<file path="src/hw/rtl/afr_pkg.sv">
// afr_pkg: shared types and constants for the api frame receiver
`timescale 1ns / 1ps
`default_nettype none

package afr_pkg;

    // framing bytes
    localparam logic [7:0] DELIM        = 8'h7E;
    localparam logic [7:0] ESCAPE       = 8'h7D;
    localparam logic [7:0] ESC_XOR      = 8'h20;
    localparam logic [7:0] TYPE_RECEIVE = 8'h90;
    localparam logic [7:0] TYPE_MODEM   = 8'h8A;
    localparam logic [7:0] CHECK_BASE   = 8'hFF;

    // result status codes
    localparam logic [2:0] ST_RX_OK      = 3'd0;
    localparam logic [2:0] ST_MODEM_OK   = 3'd1;
    localparam logic [2:0] ST_CHECK_ERR  = 3'd2;
    localparam logic [2:0] ST_UNSUPPORT  = 3'd3;
    localparam logic [2:0] ST_TOO_LONG   = 3'd4;

    // frame data positions of the receive packet fields
    localparam int ADDR_FIRST_POS = 1;
    localparam int SRC_HI_POS     = 9;
    localparam int SRC_LO_POS     = 10;
    localparam int OPT_POS        = 11;
    localparam int PAY_FIRST_POS  = 12;

    // parser phase, one-hot
    typedef enum logic [4:0] {
        PH_HUNT   = 5'b00001,
        PH_LEN_HI = 5'b00010,
        PH_LEN_LO = 5'b00100,
        PH_DATA   = 5'b01000,
        PH_CHECK  = 5'b10000
    } afr_phase_t;

    // one reported frame
    typedef struct packed {
        logic [2:0]  status;
        logic [7:0]  frame_type;
        logic [63:0] dest_address;
        logic [15:0] source_address;
        logic [7:0]  option_byte;
        logic [63:0] payload;
        logic [7:0]  checksum_value;
    } afr_result_t;

endpackage

`default_nettype wire

</file>
<file path="src/hw/rtl/afr_parser.sv">
// afr_parser: per-byte unescape, frame state and field capture
`timescale 1ns / 1ps
`default_nettype none

module afr_parser
    import afr_pkg::*;
#(
    parameter int MAX_FRAME_BYTES = 24,
    parameter int PAYLOAD_BYTES   = 8
)
(
    input  wire logic        clk,
    input  wire logic        rst_n,
    input  wire logic        in_fire,
    input  wire logic [7:0]  rx_byte,
    output logic             res_valid,
    output afr_result_t      res
);

    localparam int LEN_W = $clog2(MAX_FRAME_BYTES);
    localparam int PAY_W = 8 * PAYLOAD_BYTES;
    localparam logic [15:0] LEN_LIMIT = 16'(MAX_FRAME_BYTES - 4);

    // control state
    afr_phase_t       phase_reg, phase_next;
    logic             esc_reg, esc_next;

    // frame context
    logic [4:0]       idx_reg, idx_next;
    logic [7:0]       len_hi_reg, len_hi_next;
    logic [LEN_W-1:0] count_reg, count_next;
    logic             too_long_reg, too_long_next;
    logic [7:0]       sum_reg, sum_next;
    logic [7:0]       type_reg, type_next;
    logic [63:0]      addr_reg, addr_next;
    logic [15:0]      src_reg, src_next;
    logic [7:0]       opt_reg, opt_next;
    logic [PAY_W-1:0] pay_reg, pay_next;

    logic [7:0]       data_byte;
    logic [15:0]      full_len;
    logic [7:0]       chk;
    logic [63:0]      pay_ext;

    assign data_byte = esc_reg ? (rx_byte ^ ESC_XOR) : rx_byte;
    assign full_len  = {len_hi_reg, data_byte};
    assign chk       = CHECK_BASE - sum_reg;
    assign pay_ext   = 64'(pay_reg) << (64 - PAY_W);

    // next state and result
    always_comb
    begin
        phase_next    = phase_reg;
        esc_next      = esc_reg;
        idx_next      = idx_reg;
        len_hi_next   = len_hi_reg;
        count_next    = count_reg;
        too_long_next = too_long_reg;
        sum_next      = sum_reg;
        type_next     = type_reg;
        addr_next     = addr_reg;
        src_next      = src_reg;
        opt_next      = opt_reg;
        pay_next      = pay_reg;
        res_valid     = 1'b0;
        res           = '0;

        if (in_fire)
        begin
            priority if ((phase_reg == PH_HUNT && rx_byte == DELIM)
                         || (phase_reg != PH_HUNT && !esc_reg && rx_byte == DELIM))
            begin
                // an unescaped delimiter restarts the frame from any phase
                phase_next    = PH_LEN_HI;
                esc_next      = 1'b0;
                idx_next      = '0;
                len_hi_next   = '0;
                count_next    = '0;
                too_long_next = 1'b0;
                sum_next      = '0;
                type_next     = '0;
                addr_next     = '0;
                src_next      = '0;
                opt_next      = '0;
                pay_next      = '0;
            end
            else if (phase_reg == PH_HUNT)
            begin
                // other bytes ignored while hunting
            end
            else if (!esc_reg && rx_byte == ESCAPE)
            begin
                esc_next = 1'b1;
            end
            else
            begin
                esc_next = 1'b0;
                unique case (phase_reg)
                    PH_LEN_HI:
                    begin
                        len_hi_next = data_byte;
                        phase_next  = PH_LEN_LO;
                    end
                    PH_LEN_LO:
                    begin
                        if (full_len == 16'd0)
                        begin
                            res_valid       = 1'b1;
                            res.status      = ST_UNSUPPORT;
                            phase_next      = PH_HUNT;
                        end
                        else
                        begin
                            count_next    = LEN_W'(full_len);
                            too_long_next = full_len > LEN_LIMIT;
                            idx_next      = '0;
                            phase_next    = PH_DATA;
                        end
                    end
                    PH_DATA:
                    begin
                        sum_next = sum_reg + data_byte;
                        if (idx_reg == 5'd0)
                        begin
                            type_next = data_byte;
                        end
                        else if (type_reg == TYPE_RECEIVE)
                        begin
                            // receive packet field capture by position
                            for (int i = 0; i < 8; i++)
                            begin
                                if (idx_reg == 5'(ADDR_FIRST_POS + i))
                                begin
                                    addr_next[63-8*i -: 8] = data_byte;
                                end
                            end
                            if (idx_reg == 5'(SRC_HI_POS))
                            begin
                                src_next[15:8] = data_byte;
                            end
                            if (idx_reg == 5'(SRC_LO_POS))
                            begin
                                src_next[7:0] = data_byte;
                            end
                            if (idx_reg == 5'(OPT_POS))
                            begin
                                opt_next = data_byte;
                            end
                            for (int i = 0; i < PAYLOAD_BYTES; i++)
                            begin
                                if (idx_reg == 5'(PAY_FIRST_POS + i))
                                begin
                                    pay_next[PAY_W-1-8*i -: 8] = data_byte;
                                end
                            end
                        end
                        else if (type_reg == TYPE_MODEM && idx_reg == 5'(ADDR_FIRST_POS))
                        begin
                            opt_next = data_byte;
                        end

                        priority if (idx_reg == 5'd0 && data_byte != TYPE_RECEIVE
                                     && data_byte != TYPE_MODEM)
                        begin
                            res_valid      = 1'b1;
                            res.status     = ST_UNSUPPORT;
                            res.frame_type = data_byte;
                            phase_next     = PH_HUNT;
                        end
                        else if (idx_reg == 5'd0 && too_long_reg)
                        begin
                            res_valid      = 1'b1;
                            res.status     = ST_TOO_LONG;
                            res.frame_type = data_byte;
                            phase_next     = PH_HUNT;
                        end
                        else
                        begin
                            if (idx_reg != 5'd31)
                            begin
                                idx_next = idx_reg + 5'd1;
                            end
                            count_next = count_reg - LEN_W'(1);
                            if (count_reg == LEN_W'(1))
                            begin
                                phase_next = PH_CHECK;
                            end
                        end
                    end
                    PH_CHECK:
                    begin
                        res_valid          = 1'b1;
                        res.frame_type     = type_reg;
                        res.checksum_value = chk;
                        phase_next         = PH_HUNT;
                        priority if (data_byte != chk)
                        begin
                            res.status = ST_CHECK_ERR;
                        end
                        else if (type_reg == TYPE_RECEIVE)
                        begin
                            res.status         = ST_RX_OK;
                            res.dest_address   = addr_reg;
                            res.source_address = src_reg;
                            res.option_byte    = opt_reg;
                            res.payload        = pay_ext;
                        end
                        else
                        begin
                            res.status      = ST_MODEM_OK;
                            res.option_byte = opt_reg;
                        end
                    end
                    default:
                    begin
                        phase_next = PH_HUNT;
                    end
                endcase
            end
        end
    end

    // control registers
    always_ff @(posedge clk or negedge rst_n)
    begin
        if (!rst_n)
        begin
            phase_reg <= PH_HUNT;
            esc_reg   <= 1'b0;
        end
        else
        begin
            phase_reg <= phase_next;
            esc_reg   <= esc_next;
        end
    end

    // frame context, cleared by each delimiter
    always_ff @(posedge clk)
    begin
        idx_reg      <= idx_next;
        len_hi_reg   <= len_hi_next;
        count_reg    <= count_next;
        too_long_reg <= too_long_next;
        sum_reg      <= sum_next;
        type_reg     <= type_next;
        addr_reg     <= addr_next;
        src_reg      <= src_next;
        opt_reg      <= opt_next;
        pay_reg      <= pay_next;
    end

    // no escape is pending while hunting
    a_esc_not_hunt: assert property (@(posedge clk) disable iff (!rst_n)
        esc_reg |-> phase_reg != PH_HUNT)
        else $error("escape pending while hunting");

    // a report always returns to the hunt with no escape pending
    a_report_hunt: assert property (@(posedge clk) disable iff (!rst_n)
        res_valid |=> (phase_reg == PH_HUNT && !esc_reg))
        else $error("parser not hunting after a report");

    // results only come from accepted items
    a_res_fire: assert property (@(posedge clk) disable iff (!rst_n)
        res_valid |-> in_fire)
        else $error("result without accepted item");

endmodule

`default_nettype wire

</file>
<file path="src/hw/rtl/afr_out_buf.sv">
// afr_out_buf: output register with skid entry for reported frames
`timescale 1ns / 1ps
`default_nettype none

module afr_out_buf
    import afr_pkg::*;
(
    input  wire logic        clk,
    input  wire logic        rst_n,
    input  wire logic        push,
    input  wire afr_result_t push_data,
    output logic             full,
    output logic             out_valid,
    input  wire logic        out_stall,
    output afr_result_t      out_data
);

    logic        out_valid_reg, out_valid_next;
    logic        skid_valid_reg, skid_valid_next;
    afr_result_t out_reg, out_next;
    afr_result_t skid_reg, skid_next;
    logic        pop;

    assign pop       = out_valid_reg && !out_stall;
    assign full      = skid_valid_reg;
    assign out_valid = out_valid_reg;
    assign out_data  = out_reg;

    // two-entry ordering: skid drains into output first
    always_comb
    begin
        out_valid_next  = out_valid_reg;
        skid_valid_next = skid_valid_reg;
        out_next        = out_reg;
        skid_next       = skid_reg;
        priority if (skid_valid_reg)
        begin
            if (pop)
            begin
                out_next        = skid_reg;
                skid_valid_next = 1'b0;
            end
        end
        else if (push && out_valid_reg && !pop)
        begin
            skid_next       = push_data;
            skid_valid_next = 1'b1;
        end
        else if (push)
        begin
            out_next       = push_data;
            out_valid_next = 1'b1;
        end
        else if (pop)
        begin
            out_valid_next = 1'b0;
        end
    end

    always_ff @(posedge clk or negedge rst_n)
    begin
        if (!rst_n)
        begin
            out_valid_reg  <= 1'b0;
            skid_valid_reg <= 1'b0;
        end
        else
        begin
            out_valid_reg  <= out_valid_next;
            skid_valid_reg <= skid_valid_next;
        end
    end

    always_ff @(posedge clk)
    begin
        out_reg  <= out_next;
        skid_reg <= skid_next;
    end

    // skid entry never holds an item behind an empty output
    a_skid_behind_out: assert property (@(posedge clk) disable iff (!rst_n)
        skid_valid_reg |-> out_valid_reg)
        else $error("skid entry valid with empty output");

    // no push lands while both entries are occupied
    a_no_overflow: assert property (@(posedge clk) disable iff (!rst_n)
        full |-> !push)
        else $error("push into full output buffer");

    // a taken item with nothing behind it empties the output
    a_drain: assert property (@(posedge clk) disable iff (!rst_n)
        (pop && !skid_valid_reg && !push) |=> !out_valid_reg)
        else $error("output stayed valid after drain");

endmodule

`default_nettype wire

</file>
<file path="src/hw/rtl/api_frame_receiver_top.sv">
// api_frame_receiver_top: escaped api frame parser, one raw byte per item
// output: a frame's report is registered in the output buffer, or its skid entry, when its last byte is accepted
// throughput: one byte per cycle while the output buffer is not full and in_stall is low
// a two-entry output buffer keeps taking bytes while one report waits
// reset: async active low, parser returns to hunting and the buffer empties
`timescale 1ns / 1ps
`default_nettype none

module api_frame_receiver_top
    import afr_pkg::*;
#(
    parameter int MAX_FRAME_BYTES = 24,
    parameter int PAYLOAD_BYTES   = 8
)
(
    input  wire logic        clk,
    input  wire logic        rst_n,
    input  wire logic        in_valid,
    output logic             in_stall,
    input  wire logic [7:0]  rx_byte,
    output logic             out_valid,
    input  wire logic        out_stall,
    output logic [2:0]       status,
    output logic [7:0]       frame_type,
    output logic [63:0]      dest_address,
    output logic [15:0]      source_address,
    output logic [7:0]       option_byte,
    output logic [63:0]      payload,
    output logic [7:0]       checksum_value
);

    logic        in_fire;
    logic        res_valid;
    afr_result_t res;
    afr_result_t out_data;
    logic        buf_full;

    // input handshake
    assign in_stall = buf_full;
    assign in_fire  = in_valid && !in_stall;

    afr_parser #(
        .MAX_FRAME_BYTES (MAX_FRAME_BYTES),
        .PAYLOAD_BYTES   (PAYLOAD_BYTES)
    ) u_parser (
        .clk       (clk),
        .rst_n     (rst_n),
        .in_fire   (in_fire),
        .rx_byte   (rx_byte),
        .res_valid (res_valid),
        .res       (res)
    );

    afr_out_buf u_out_buf (
        .clk       (clk),
        .rst_n     (rst_n),
        .push      (res_valid),
        .push_data (res),
        .full      (buf_full),
        .out_valid (out_valid),
        .out_stall (out_stall),
        .out_data  (out_data)
    );

    // result fields
    assign status         = out_data.status;
    assign frame_type     = out_data.frame_type;
    assign dest_address   = out_data.dest_address;
    assign source_address = out_data.source_address;
    assign option_byte    = out_data.option_byte;
    assign payload        = out_data.payload;
    assign checksum_value = out_data.checksum_value;

endmodule

`default_nettype wire
</file>
<file path="config.mk">
export PLATFORM = sky130hd
export DESIGN_NAME = api_frame_receiver_top
export DESIGN_NICKNAME = d
export VERILOG_FILES = /design/src/hw/rtl/afr_pkg.sv /design/src/hw/rtl/afr_parser.sv /design/src/hw/rtl/afr_out_buf.sv /design/src/hw/rtl/api_frame_receiver_top.sv
export SDC_FILE = /design/constraint.sdc
export NUM_CORES = 1
export LEC_CHECK = 0
export BUFFER_PORTS_ARGS = -buffer_cell sky130_fd_sc_hd__buf_2
export CAP_MARGIN = 10
export CORE_MARGIN = 2
export CORE_UTILIZATION = 35
export CTS_BUF_LIST = sky130_fd_sc_hd__clkbuf_8
export DETAILED_ROUTE_END_ITERATION = 6
export REMOVE_ABC_BUFFERS = 1
export SLEW_MARGIN = 20
export SYNTH_ARGS = -nofsm -noshare
export SYNTH_HDL_FRONTEND = slang
export SYNTH_SLANG_ARGS = --single-unit
</file>
<file path="constraint.sdc">
create_clock -name clk -period 24.2 [get_ports clk]
set_input_delay 1.21 -clock clk [delete_from_list [all_inputs] [get_ports clk]]
set_output_delay 1.21 -clock clk [all_outputs]
set_load 0.05 [all_outputs]
</file>
Yosys cells after proc, flatten, opt, wreduce, memory -nomap -nowiden:

Index checks and enable logic that the tools add are counted.

* output and inout port bits: 173
* register bits after elaboration: 537
* input bits: 12

* muxes and demuxes: 111
* add/sub/neg operators: 4
* equality and inequality tests: 46
* bitwise operators: 3
* reduce and logical (&&, ||, !) cells: 76
* magnitude comparators: 1

Operator list (number)
* 171-bit 2-to-1 mux: 8
* 64-bit 2-to-1 mux: 11
* 8-bit 2-to-1 mux: 35
* 160-bit 2-to-1 mux: 1
* 152-bit 2-to-1 mux: 1
* 7-bit AND reduction: 20
* 5-bit 2-to-1 mux: 17
* 16-bit 2-to-1 mux: 5
* 80-bit 2-to-1 mux: 1
* 2-bit nonzero test: 25
* 5-bit by 4-bit == test with 1-bit output, second input constant: 9
* 5-bit by 3-bit == test with 1-bit output, second input constant: 5
* 5-bit == test, second input constant: 5
* 11-bit 2-to-1 mux: 2
* 1-bit 2-to-1 mux: 20
* 5-bit case mux with 2 select lines: 2
* 8-bit by 7-bit == test with 1-bit output, second input constant: 2
* 8-bit == test, second input constant: 2
* 16-bit by 5-bit greater-than comparator with 1-bit output, second input constant: 1
* 16-bit logical NOT: 1
* 8-bit != test, second input constant: 2
* 8-bit case mux with 2 select lines: 1
* 5-bit by 1-bit == test with 1-bit output, second input constant: 3
* 5-bit by 2-bit == test with 1-bit output, second input constant: 3
* other kinds (28): 59

Depth between registers and ports, before layout:

Gate-level depths: netlist of run 1.

* depth after elaboration: 15
* mapped depth: 10
* depth with buffers taken out: 9

Cells and area by module:

From an unflattened synthesis of run 1, not the netlist that was laid out.

* cell total of the unflattened synthesis: 1203
* area, all modules: 21155.3 um^2

Modules (own cells, without submodules)
* afr_out_buf: instances 1, sequential area each 10319.9 um^2, area each 12487.0 um^2, cells an instance 544
* afr_parser: instances 1, sequential area each 5766.8 um^2, area each 8654.6 um^2, cells an instance 658
* api_frame_receiver_top: instances 1, sequential area each 0.0 um^2, area each 13.8 um^2, cells an instance 1

Worst setup path before layout of run 1:

No wires, ideal clock.

* path kind: input port to flip-flop
* start point: in rx_byte[1]
* end point: reg u_out_buf.out_reg (netlist bit u_out_buf.out_data[0]) (enable)
* data arrival time: 10.252 ns
* required time: 23.452 ns
* stages: 8
* slack: 13.200 ns
* path buffers: 2
* cells stage by stage: buf_2 > and3b_1 > o211ai_1 > nor2_1 > nor3_1 > clkbuf_1 > o31ai_1 > a21boi_1

* cells in the longest elaborated chain, start to end: 14
* elaborated cells between the ends (all ways): 24

Ends and longest elaborated chain
* start: declaration: line api_frame_receiver_top.sv:20 `input wire logic [7:0] rx_byte,`
* 6-bit 2-to-1 mux: line afr_parser.sv:45 `assign data_byte = esc_reg ? (rx_byte ^ ESC_XOR) : rx_byte;`
* 8-bit != test: line afr_parser.sv:162 `priority if (idx_reg == 5'd0 && data_byte != TYPE_RECEIVE`
* 1-bit logical AND: line afr_parser.sv:162
* 1-bit logical AND: line afr_parser.sv:163 `&& data_byte != TYPE_MODEM)`
* 1-bit 2-to-1 mux: line afr_parser.sv:162
* 1-bit case mux with 3 select lines: line afr_parser.sv:98 `unique case (phase_reg)`
* 1-bit 2-to-1 mux: line afr_parser.sv:91 `else if (!esc_reg && rx_byte == ESCAPE)`
* 1-bit 2-to-1 mux: line afr_parser.sv:87 `else if (phase_reg == PH_HUNT)`
* 1-bit 2-to-1 mux (*): line afr_parser.sv:70 `priority if ((phase_reg == PH_HUNT && rx_byte == DELIM)`
* 1-bit 2-to-1 mux (*): line afr_parser.sv:68 `if (in_fire)`
* 1-bit logical AND (2 in series): line afr_out_buf.sv:44 `else if (push && out_valid_reg && !pop)`
* 2-bit by 1-bit != test with 1-bit output (no source line)
* 3-bit AND reduction (no source line) (*)
* end signal: assignment: line afr_out_buf.sv:76 `out_reg <= out_next;`
* end: declaration: line afr_out_buf.sv:20 `afr_result_t out_reg, out_next;`

Mark *: on every way between the ends. The rest lies on a longest branch, timed or not.
A chain may end at the register's enable or synchronous reset.

Final worst setup path of run 1:

* start point: in rx_byte[7]
* end point: reg u_out_buf.skid_reg[30] (netlist name) (enable)

* cells in the longest elaborated chain, start to end: 12
* elaborated cells between the ends (all ways): 21

Ends and longest elaborated chain
* 8-bit != test: line afr_parser.sv:162
* 1-bit logical AND: line afr_parser.sv:162
* 1-bit logical AND: line afr_parser.sv:163
* 1-bit 2-to-1 mux: line afr_parser.sv:162
* 1-bit case mux with 3 select lines: line afr_parser.sv:98
* 1-bit 2-to-1 mux: line afr_parser.sv:91
* 1-bit 2-to-1 mux: line afr_parser.sv:87
* 1-bit 2-to-1 mux (*): line afr_parser.sv:70
* 1-bit 2-to-1 mux (*): line afr_parser.sv:68
* 1-bit logical AND (*) (2 in series): line afr_out_buf.sv:44
* 2-bit AND reduction (no source line) (*)
* end signal: assignment: line afr_out_buf.sv:77 `skid_reg <= skid_next;`
* end: declaration: line afr_out_buf.sv:21 `afr_result_t skid_reg, skid_next;`

Marked as above.

==> impl_results.rst, run 1 <==
.. list-table::
   :header-rows: 1

   * - Metric
     - Value
   * - Number of flip-flops and latches in the synthesized netlist
     - 537
   * - Register clock-pin slew on the reported worst setup and hold paths
     - 0.07 ns
   * - Diodes inserted
     - 0
   * - Register area share after synthesis
     - 0.7799
   * - Worst rel slew slack
     - 0.08621
   * - First-pass DRT Iterations
     - 5
   * - Grt total ovfl
     - 0
   * - Cell type of the slowest stage on the worst timing path
     - sky130_fd_sc_hd__buf_2
   * - Remaining routing DRC violations
     - 0
   * - Routed length on met2
     - 21,970 um
   * - Top metal layer carrying routed signals
     - met4
   * - GRT Util Overall
     - 0.1473
   * - Final worst hold slack
     - about 0.37 ns
   * - Maximum root-to-sink buffer count
     - 3
   * - Met3 routed wirelength
     - roughly 2400 um
   * - Max Cap Violations
     - 0
   * - Worst setup path class
     - in2reg
   * - Number of fill cells in the layout
     - about 5,200
   * - # clock sinks
     - approximately 540
   * - Final worst path period need
     - between 4 and 5 ns
   * - Biggest cell delay along the critical path
     - around 0.52 ns
   * - Pin count of the biggest net entering global routing
     - 172
   * - Portion of the clock cycle consumed by the worst path in the final layout
     - 0.1760
   * - DP Wirelength
     - roughly 26,000 um
   * - Worst-margin pin slew
     - 1.371 ns
   * - Critical path endpoint category
     - register
   * - Endpoint of the lowest-slack register-to-register path
     - u_out_buf.out_data[118]
   * - Main flop type after synthesis
     - sky130_fd_sc_hd__edfxtp_1
   * - Number of gates resized after cts
     - 0
   * - RR Startpoint
     - u_parser.esc_reg
   * - Max-slew violation count
     - 0
   * - Area delta synth->final
     - 15.47%
   * - Post-route clock skew
     - just under 0.05 ns
   * - Number of buffers added on ports
     - about 180
   * - FMAX
     - roughly 230 MHz
   * - Total length of routed wires
     - ~45,000 um
   * - Sort of element at the start of the critical path
     - input pin
   * - Die Outline Area
     - a little over 0.06 sq mm
   * - Initial antenna violation count
     - 0
   * - Number of buffers inserted to repair setup after CTS
     - 0
   * - Detailed router's first-iteration violation count
     - 819
   * - Post-Syn Instances
     - roughly 1,200
   * - Register-to-register path setup slack
     - approximately 20 ns
   * - Area of combinational cells with multiple inputs
     - approximately 0.004 sq mm
   * - Via-per-instance ratio
     - a little under 5
   * - FF+latch area
     - between 0.015 and 0.02 sq mm
   * - Summed instance area of the synthesized netlist
     - slightly above 0.02 sq mm
   * - Number of flops mapped to enable cells by yosys
     - between 500 and 600
   * - Routed Antenna Nets
     - 0
   * - Die extent in y
     - roughly 250 um
   * - Routed length per placed instance
     - just under 20 um
   * - Final setup violation count
     - 0
   * - Crit Path Max Fanout
     - 171
   * - Post-Synthesis Mean Instance Area
     - ~17 sq um
   * - Root buf cell
     - sky130_fd_sc_hd__clkbuf_8
   * - Weighted congestion at the end of routability-driven global placement
     - approximately 0.84
   * - Design area
     - roughly 0.024 sq mm
   * - Skew-Pair Late Insertion Delay
     - 0.67 ns
   * - Number of buffers created by CTS
     - just under 90
   * - Largest vdd supply drop
     - about 34 uV
   * - Global-route wire length before repair
     - between 60,000 and 70,000 um
   * - Data required time at the worst endpoint
     - between 20 and 25 ns
   * - CTS tree
     - yes
   * - Ys Warns
     - 0
   * - Unrepaired setup endpoints after global routing
     - no
   * - Post-cts hold buffer count
     - 0
   * - Unique cell type count in the Yosys netlist
     - 59
   * - Placed standard-cell area
     - 0.02225 sq mm
   * - Worst EP arrival
     - about 4.5 ns
   * - Vias in the first global route
     - 11,320
   * - Worst r2r path cells
     - 10
   * - Final net count
     - ~1,500
   * - Sum of negative setup slack
     - 0 ns
   * - Horiz. Die Dim
     - between 200 and 250 um
   * - Endpoints failing hold
     - 0
   * - Core box area
     - 0.05803 sq mm
   * - Crit path cell chain
     - buf_2, and4b_1, and3_1, a211o_1, nor4_2, o31ai_1, nor2_4, buf_12
   * - Initial core utilization
     - 0.3555
   * - Leakage Power
     - just over 9 nW
   * - Async set-or-reset flop fraction in the synthesized netlist
     - 0.01490
   * - Number of top-level design ports
     - 185
   * - Wire length on met1
     - roughly 20,000 um
   * - H-tree lvl count
     - 3
   * - Number of standard-cell rows in the floorplan
     - 88
   * - Ratio of cells with drive above 1 in the final layout
     - 0.2139
   * - Outcome
     - finished, final reports clean
   * - PwrDens
     - approximately 74 mW/mm^2
   * - Total number of vias
     - around 11,000
   * - Path category of the worst min-delay check
     - in2async
-- cell type report --
type,instances,share of cell area
inverters,15,0.002364
well taps,765,0.04018
repair buffers,195,0.04334
multi-input cells,587,0.1730
flip-flops and latches,537,0.6755
clock inverters,73,0.01413
clock buffers,89,0.05143
-- worst max-delay path: cells and delay by family --
kind	cells	cell delay [ns]
buffers and inverters	2	0.99
AOI/OAI and AO/OA	2	0.63
and+or+nand+nor	4	1.09
-- metal layers --
layer | track usage | vias up
met4 | 0.04731 | 0
li1 | - | 5110
met3 | 0.03321 | 69
met5 | 0 | -
met2 | 0.2424 | 280
met1 | 0.1937 | 5483
-- per-stage QoR --
stage | utilization | setup WS (ns) | cells | total power [mW]
after floorplan | - | 12.04 | 1139 | 1.052
after global placement | 0.3834 | 19.23 | 2099 | 1.069
final | 0.4105 | 19.94 | 2261 | 1.753
after detailed placement | 0.3835 | 19.15 | 2099 | 1.070
after global routing | 0.4105 | 19.84 | 2261 | 1.822
after CTS | 0.4104 | 19.86 | 2261 | 1.779
-- cell families after synthesis --
logic type	count (synthesis)	synth area share
flops	537	0.7799
simple gates	305	0.08389
compound gates	249	0.09632
buf+inv	86	0.02208
fa+ha+maj	16	0.01007
xor+xnor	12	0.005095
mux	5	0.002669
-- cell usage after synthesis, types with 2 or more instances --
cell | number | area, sq um
sky130_fd_sc_hd__a211oi_1 | 6 | 45.04
sky130_fd_sc_hd__a21boi_0 | 2 | 15.01
sky130_fd_sc_hd__a21o_1 | 24 | 180.2
sky130_fd_sc_hd__a21oi_1 | 33 | 165.2
sky130_fd_sc_hd__a22o_1 | 158 | 1384
sky130_fd_sc_hd__and2_1 | 165 | 1032
sky130_fd_sc_hd__and3_1 | 9 | 56.30
sky130_fd_sc_hd__and3b_1 | 3 | 26.28
sky130_fd_sc_hd__buf_2 | 4 | 20.02
sky130_fd_sc_hd__buf_4 | 3 | 22.52
sky130_fd_sc_hd__buf_6 | 14 | 157.7
sky130_fd_sc_hd__clkbuf_1 | 40 | 150.1
sky130_fd_sc_hd__clkbuf_2 | 9 | 45.04
sky130_fd_sc_hd__dfrtp_1 | 7 | 175.2
sky130_fd_sc_hd__edfxtp_1 | 529 | 15890
sky130_fd_sc_hd__ha_1 | 15 | 187.7
sky130_fd_sc_hd__inv_1 | 15 | 56.30
sky130_fd_sc_hd__mux2_2 | 4 | 45.04
sky130_fd_sc_hd__nand2_1 | 15 | 56.30
sky130_fd_sc_hd__nand3_1 | 8 | 40.04
sky130_fd_sc_hd__nand3b_1 | 3 | 22.52
sky130_fd_sc_hd__nor2_1 | 68 | 255.2
sky130_fd_sc_hd__nor2b_1 | 5 | 31.28
sky130_fd_sc_hd__nor3_1 | 11 | 55.05
sky130_fd_sc_hd__nor3b_1 | 5 | 37.54
sky130_fd_sc_hd__nor4_1 | 4 | 25.02
sky130_fd_sc_hd__o21a_1 | 3 | 22.52
sky130_fd_sc_hd__o21ai_0 | 6 | 30.03
sky130_fd_sc_hd__o31ai_1 | 2 | 15.01
sky130_fd_sc_hd__xnor2_1 | 8 | 70.07
sky130_fd_sc_hd__xor2_1 | 4 | 35.03
-- cells in the final DEF (no fill, tap or decap), types with 2 or more instances in the layout --
cell type	count
sky130_fd_sc_hd__nor3_1	10
sky130_fd_sc_hd__clkbuf_8	89
sky130_fd_sc_hd__mux2_2	4
sky130_fd_sc_hd__a21oi_1	33
sky130_fd_sc_hd__inv_6	2
sky130_fd_sc_hd__clkinvlp_4	3
sky130_fd_sc_hd__inv_1	49
sky130_fd_sc_hd__clkinv_1	22
sky130_fd_sc_hd__nand3b_1	3
sky130_fd_sc_hd__nor2_4	2
sky130_fd_sc_hd__buf_12	2
sky130_fd_sc_hd__buf_2	184
sky130_fd_sc_hd__nand3_1	8
sky130_fd_sc_hd__edfxtp_1	529
sky130_fd_sc_hd__nor4_1	4
sky130_fd_sc_hd__a21boi_0	2
sky130_fd_sc_hd__and3_1	9
sky130_fd_sc_hd__o31ai_1	2
sky130_fd_sc_hd__ha_1	15
sky130_fd_sc_hd__nor3b_1	5
sky130_fd_sc_hd__o21ai_0	6
sky130_fd_sc_hd__buf_4	8
sky130_fd_sc_hd__clkinv_2	9
sky130_fd_sc_hd__and2_2	2
sky130_fd_sc_hd__xnor2_1	8
sky130_fd_sc_hd__dfrtp_1	6
sky130_fd_sc_hd__and2_1	163
sky130_fd_sc_hd__nor2b_1	5
sky130_fd_sc_hd__o21a_1	3
sky130_fd_sc_hd__a22o_1	158
sky130_fd_sc_hd__nand2_1	15
sky130_fd_sc_hd__xor2_1	4
sky130_fd_sc_hd__a211oi_1	6
sky130_fd_sc_hd__a21o_1	24
sky130_fd_sc_hd__nor2_1	65
sky130_fd_sc_hd__and3b_1	3
-- power breakdown --
part           switching [mW]  internal, mW
Clock                   0.357         0.346
Sequential            0.00145          1.02
Combinational          0.0243       0.00876
-- worst max-delay path by stage --
stage / start / to / slack (ns) / cells after the start
6_report: rx_byte[7] / u_out_buf.skid_reg[30] / 19.94 / 8
3_5_place_dp: rx_byte[0] / u_out_buf.out_data[122] / 19.15 / 8
2_1_floorplan: u_out_buf.full / u_out_buf.out_data[0] / 12.04 / 2
5_1_grt: rx_byte[5] / u_out_buf.out_data[144] / 19.84 / 11
3_3_place_gp: rx_byte[0] / u_out_buf.skid_reg[92] / 19.23 / 8
4_1_cts: rx_byte[0] / u_out_buf.out_data[29] / 19.86 / 8
(Power assumes the default switching activity.)
==> inputs of run 2 (changes only) <==
==> constraint.sdc (replaced) <==
create_clock -name clk -period 4 [get_ports clk]
set_input_delay 0.2 -clock clk [delete_from_list [all_inputs] [get_ports clk]]
set_output_delay 0.2 -clock clk [all_outputs]
set_load 0.05 [all_outputs]
==> run 2 against run 1 <==
Effect of this change: routed wire length increased by 3.4%; worst hold slack got worse by 0.29 ns; largest cell class unchanged; critical path depth did not move; non-clock buffer count rose by 39; final cell count is 1.5% higher.
==> impl_results.rst, run 2 (same netlist as run 1, synthesis figures left out) <==
.. list-table::
   :header-rows: 1

   * - Metric
     - Value
   * - Outcome
     - finished, final reports clean
   * - Number of standard-cell rows in the floorplan
     - 88
   * - Portion of the clock cycle consumed by the worst path in the final layout
     - 0.8177
   * - Number of buffers created by CTS
     - 85
   * - FF+latch area
     - approximately 0.016 sq mm
   * - GRT Util Overall
     - 0.1513
   * - Net switching power
     - roughly 2.3 mW
   * - Leakage Power
     - 9.517 nW
   * - Routed Antenna Nets
     - 0
   * - Sw Ratio
     - 0.2180
   * - Pin count of the biggest net entering global routing
     - roughly 150
   * - Number of buffers inserted to repair setup after CTS
     - 0
   * - Combinational power share
     - 0.020
   * - DP Wirelength
     - roughly 29,000 um
   * - Crit path cell chain
     - inv_1, ha_1, nand2_1, nor3_2, o31ai_1, a21boi_4, buf_12, buf_12
   * - Diodes inserted
     - 0
   * - Weighted congestion at the end of routability-driven global placement
     - roughly 0.84
   * - Global-route wire length before repair
     - around 70,000 um
   * - Final net count
     - ~1,500
   * - Number of buffers added on ports
     - 184
   * - Detailed router's first-iteration violation count
     - around 840
   * - Sum of negative setup slack
     - 0 ns
   * - Root buf cell
     - sky130_fd_sc_hd__clkbuf_8
   * - Via-per-instance ratio
     - between 4 and 5
   * - Number of top-level design ports
     - ~190
   * - Register share of total power
     - 0.579
   * - Die extent in y
     - roughly 250 um
   * - Remaining routing DRC violations
     - 0
   * - Skew-Pair Late Insertion Delay
     - between 0.6 and 0.7 ns
   * - Core box area
     - just under 0.06 sq mm
   * - # clock sinks
     - between 500 and 600
   * - Final Core Density
     - 0.4172
   * - Vias in the first global route
     - 11,330
   * - Final setup violation count
     - 0
   * - H-tree lvl count
     - 3
   * - Path category of the worst min-delay check
     - in2reg
   * - Die Outline Area
     - around 0.061 sq mm
   * - PwrDens
     - between 400 and 500 mW/mm^2
   * - Data required time at the worst endpoint
     - about 4.3 ns
   * - Ratio of cells with drive above 1 in the final layout
     - 0.2302
   * - CTS tree
     - yes
   * - Largest vdd supply drop
     - approximately 210 uV
   * - Biggest cell delay along the critical path
     - around 0.62 ns
   * - Total length of routed wires
     - about 46,000 um
   * - Area delta synth->final
     - 17.36%
   * - Sort of element at the start of the critical path
     - register
   * - FMAX
     - 305.7 MHz
   * - Worst setup path class
     - reg2reg
   * - Part of the power in the clock network
     - 0.401
   * - Worst-margin pin slew
     - slightly above 0.9 ns
   * - Number of fill cells in the layout
     - about 5,200
   * - Final worst path period need
     - ~3.3 ns
   * - Total number of vias
     - around 11,000
   * - Number of gates resized after cts
     - 0
   * - Top delay family on crit path
     - simple AND/OR/NAND/NOR gates
   * - Max Cap Violations
     - 0
   * - First-pass DRT Iterations
     - 5
   * - Cell type of the slowest stage on the worst timing path
     - sky130_fd_sc_hd__nor3_2
   * - Grt total ovfl
     - 0
   * - Worst EP arrival
     - around 3.6 ns
   * - Maximum root-to-sink buffer count
     - 3
   * - Most frequent cells in the layout
     - sky130_fd_sc_hd__edfxtp_1, sky130_fd_sc_hd__buf_2, sky130_fd_sc_hd__and2_1
   * - Max-slew violation count
     - 0
   * - Initial core utilization
     - 0.3555
   * - Cell Int Power
     - about 8.3 mW
   * - Crit Path Max Fanout
     - between 40 and 50
   * - Routed length per placed instance
     - ~20 um
   * - Unrepaired setup endpoints after global routing
     - no
   * - Endpoints failing hold
     - 0
   * - Horiz. Die Dim
     - about 250 um
   * - Post-route clock skew
     - around 0.041 ns
   * - Worst rel slew slack
     - 0.3872
   * - Worst Path Buf+Inv
     - 3
   * - Register clock-pin slew on the reported worst setup and hold paths
     - around 0.060 ns
   * - Initial antenna violation count
     - 3
   * - Most Frequent Cell on Critical Path
     - sky130_fd_sc_hd__buf_12
   * - Critical path endpoint category
     - register
   * - Leading cell type in the layout, fill and taps excluded
     - sky130_fd_sc_hd__edfxtp_1
   * - Area of combinational cells with multiple inputs
     - 0.004121 sq mm
[run 2: final cells by class]
| type | count | area share |
|---|---|---|
| clock inverters | 70 | 0.01514 |
| repair buffers | 234 | 0.05918 |
| multi-input cells | 587 | 0.1703 |
| well taps | 765 | 0.03954 |
| flip-flops and latches | 537 | 0.6647 |
| inverters | 15 | 0.002326 |
| clock buffers | 86 | 0.04889 |
[run 2: worst register-to-register path, delay by kind of cell (launching register included)]
family / cells / cell delay [ns]
AND/OR/NAND/NOR: 2 / 0.88
flip-flops: 1 / 0.45
buffers and inverters: 3 / 0.63
adder cells (fa/ha/maj): 1 / 0.30
AO/OA/AOI/OAI: 2 / 0.62
[run 2: metal layers]
metal  vias up  share of wire  global-route usage
met5         -        0.00088                   0
met4         6          0.018             0.05315
met3        65          0.062             0.03777
met2       329           0.48              0.2386
met1      5640           0.44              0.2037
li1       5179              -                   -
[run 2: repair_timing]
item / CTS / global route
hold endpoints to repair: 19 / 0
hold buffers: 8 / 0
setup endpoints to repair: 0 / 0
[run 2: stage by stage]
step	hold WS (ns)	setup WS [ns]	power (mW)	instance area [sq um]	cells
floorplan	-0.09559	-8.161	6.367	20230	1139
global placement	0.05872	0.4977	6.468	22570	2130
detailed placement	0.05558	0.3941	6.475	22570	2130
CTS	0.02738	0.3126	10.77	24200	2294
global route	0.09311	0.5372	11.02	24210	2294
finish	0.07981	0.7293	10.63	24210	2294
[run 2: path summary, 6_finish.rpt]
kind	to	depth (start not counted)	startpoint	slack, ns
max in group asynchronous	u_out_buf.full	4	rst_n	2.56
min in group asynchronous	u_parser.phase_reg[0]	3	rst_n	0.60
hold reg to reg	u_out_buf.out_data[103]	1	u_out_buf.skid_reg[103]	0.52
setup / recovery	u_out_buf.out_data[143]	8	u_parser.idx_reg[0]	0.73
hold / removal	u_parser.count_reg[2]	3	rx_byte[2]	0.08
setup reg to reg	u_out_buf.out_data[143]	8	u_parser.idx_reg[0]	0.73
[run 2: power groups by stage]
stage / Clock, mW / Combinational [mW] / Sequential (mW)
final: 4.26 / 0.212 / 6.15
after global routing: 4.65 / 0.231 / 6.15
after CTS: 4.41 / 0.214 / 6.15
after detailed placement: 0 / 0.207 / 6.27
after global placement: 0 / 0.201 / 6.27
after floorplan: 0 / 0.0995 / 6.27
==> inputs of run 3 (changes only) <==
==> constraint.sdc (replaced) <==
create_clock -name clk -period 3.3 [get_ports clk]
set_input_delay 0.165 -clock clk [delete_from_list [all_inputs] [get_ports clk]]
set_output_delay 0.165 -clock clk [all_outputs]
set_load 0.05 [all_outputs]
==> run 3 against run 2 <==
Effect of this change: sequential power up 21%; via count up 0.55%; first-iteration DRC count down 11%; routed wire length down 1.7%; worst hold slack better by 0.038 ns; flip-flop and latch count unchanged; clock-buffer cell count up 4.
==> impl_results.rst, run 3 (same netlist as run 1, synthesis figures left out) <==
.. list-table::
   :header-rows: 1

   * - Metric
     - Value
   * - Critical path endpoint category
     - register
   * - Pin count of the biggest net entering global routing
     - 96
   * - Worst EP arrival
     - roughly 3.5 ns
   * - Power, Total
     - around 13 mW
   * - Die extent in y
     - 246.8 um
   * - Most frequent cells in the layout
     - sky130_fd_sc_hd__edfxtp_1, sky130_fd_sc_hd__buf_2, sky130_fd_sc_hd__and2_1
   * - Number of standard cells in the layout, taps in and fillers out
     - 2,314
   * - Largest vdd supply drop
     - between 200 and 300 uV
   * - Outcome
     - finished, final reports clean
   * - Worst setup path class
     - reg2reg
   * - Vias in the first global route
     - approximately 12,000
   * - Most Frequent Cell on Critical Path
     - sky130_fd_sc_hd__buf_12
   * - # clock sinks
     - between 500 and 600
   * - Horiz. Die Dim
     - roughly 250 um
   * - Core box area
     - 0.05803 sq mm
   * - Area delta synth->final
     - 18.45%
   * - Endpoints failing hold
     - 0
   * - Placed standard-cell area
     - 0.02281 sq mm
   * - Final setup violation count
     - 0
   * - Remaining routing DRC violations
     - 0
   * - Initial core utilization
     - 0.3555
   * - Skew-Pair Late Insertion Delay
     - roughly 0.67 ns
   * - Routed length per placed instance
     - a little under 20 um
   * - Cell type of the slowest stage on the worst timing path
     - sky130_fd_sc_hd__dfrtp_1
   * - Unrepaired setup endpoints after global routing
     - no
   * - Leading cell type in the layout, fill and taps excluded
     - sky130_fd_sc_hd__edfxtp_1
   * - First-pass DRT Iterations
     - 5
   * - Worst Path Buf+Inv
     - 4
   * - Number of buffers added on ports
     - 184
   * - Data required time at the worst endpoint
     - approximately 3.8 ns
   * - Sum of negative setup slack
     - 0 ns
   * - Max-slew violation count
     - 0
   * - Root buf cell
     - sky130_fd_sc_hd__clkbuf_8
   * - H-tree lvl count
     - 3
   * - Biggest cell delay along the critical path
     - between 0.4 and 0.5 ns
   * - Final worst path period need
     - 2.968 ns
   * - Die Outline Area
     - approximately 0.061 sq mm
   * - Path category of the worst min-delay check
     - in2reg
   * - FMAX
     - ~340 MHz
   * - Crit Path Max Fanout
     - 54
   * - Final worst hold slack
     - roughly 0.12 ns
   * - Cell count after placement
     - roughly 2,200
   * - Worst rel slew slack
     - 0.2729
   * - Top delay family on crit path
     - simple AND/OR/NAND/NOR gates
   * - Design area
     - approximately 0.024 sq mm
   * - Worst-margin pin slew
     - ~1.1 ns
   * - Register clock-pin slew on the reported worst setup and hold paths
     - 0.06 ns
   * - Max Cap Violations
     - 0
   * - Ratio of cells with drive above 1 in the final layout
     - 0.2408
   * - Detailed router's first-iteration violation count
     - about 750
   * - Grt total ovfl
     - 0
   * - Leakage Power
     - approximately 9.7 nW
   * - Diodes inserted
     - 0
   * - GRT Util Overall
     - 0.1491
   * - Global-route wire length before repair
     - approximately 70,000 um
   * - Crit path cell chain
     - xnor2_2, inv_1, ha_1, nand2_1, nor3_1, nand3_1, nor4_4, buf_4, buf_12, buf_12, a22o_1
   * - Post-route clock skew
     - ~0.040 ns
   * - PwrDens
     - between 500 and 600 mW/mm^2
   * - DP Wirelength
     - between 20,000 and 30,000 um
   * - Total length of routed wires
     - 45,660 um
   * - CTS tree
     - yes
   * - Initial antenna violation count
     - 1
   * - Final net count
     - approximately 1,500
   * - Number of buffers created by CTS
     - 87
   * - Portion of the clock cycle consumed by the worst path in the final layout
     - 0.8993
   * - Maximum root-to-sink buffer count
     - 3
   * - Number of top-level design ports
     - 185
   * - Via-per-instance ratio
     - slightly below 5
   * - Total number of vias
     - 11,280
   * - Routed Antenna Nets
     - 0
   * - Weighted congestion at the end of routability-driven global placement
     - ~0.82
   * - Number of standard-cell rows in the floorplan
     - 88
   * - Sort of element at the start of the critical path
     - register
run 3: stage by stage:
stage            util  setup slack (ns)
2_1_floorplan       -            -8.861
3_3_place_gp   0.3931            0.2932
3_5_place_dp   0.3931            0.2237
4_1_cts        0.4207            0.1989
5_1_grt        0.4211           0.07337
6_report       0.4211            0.3324
run 3: final timing paths:
kind	depth (start not counted)	startpoint	endpoint	slack [ns]
min in group asynchronous	3	rst_n	u_parser.phase_reg[0]	0.53
max in group asynchronous	4	rst_n	u_out_buf.full	1.93
worst max register to register	11	u_parser.esc_reg	u_out_buf.out_data[149]	0.33
worst min register to register	1	u_out_buf.skid_reg[1]	u_out_buf.out_data[1]	0.53
worst min-delay path	3	rx_byte[5]	u_parser.pay_ext[37]	0.12
worst max-delay path	11	u_parser.esc_reg	u_out_buf.out_data[149]	0.33
run 3: cell type report:
cell class              count  area, sq um
well taps                 765        957.2
multi-input cells         587         4124
clock inverters            58        259.0
repair buffers            262         1707
inverters                  15        56.30
clock buffers              90         1239
flip-flops and latches    537        16090
fillers                  5244        33590
run 3: per-layer routing:
| metal | vias up | routed length (um) | track usage |
|---|---|---|---|
| li1 | 5238 | - | - |
| met1 | 5641 | 19660 | 0.1913 |
| met2 | 330 | 22500 | 0.2475 |
| met3 | 72 | 2464 | 0.03147 |
| met4 | 0 | 1039 | 0.05847 |
| met5 | - | 0 | 0 |
run 3: power breakdown:
group / leakage, nW / internal, mW / switching, mW
Combinational: 3.22 / 0.0772 / 0.186
Sequential: 5.58 / 7.45 / 0.0120
Clock: 0.862 / 2.53 / 2.52
run 3: worst register-to-register path: cells and delay by family, from the launching register on:
family,cells,cell delay [ns]
buffers and inverters,4,0.74
DFF,1,0.44
adders and majority gates,1,0.36
xor gates and xnor gates,1,0.29
AOI/OAI and AO/OA,1,0.23
and+or+nand+nor,4,0.75
run 3: timing repair:
action,CTS,global route
setup endpoints to repair,0,135
resized for setup,0,1
hold endpoints to repair,19,0
hold buffers,10,0
buffers inserted,0,2
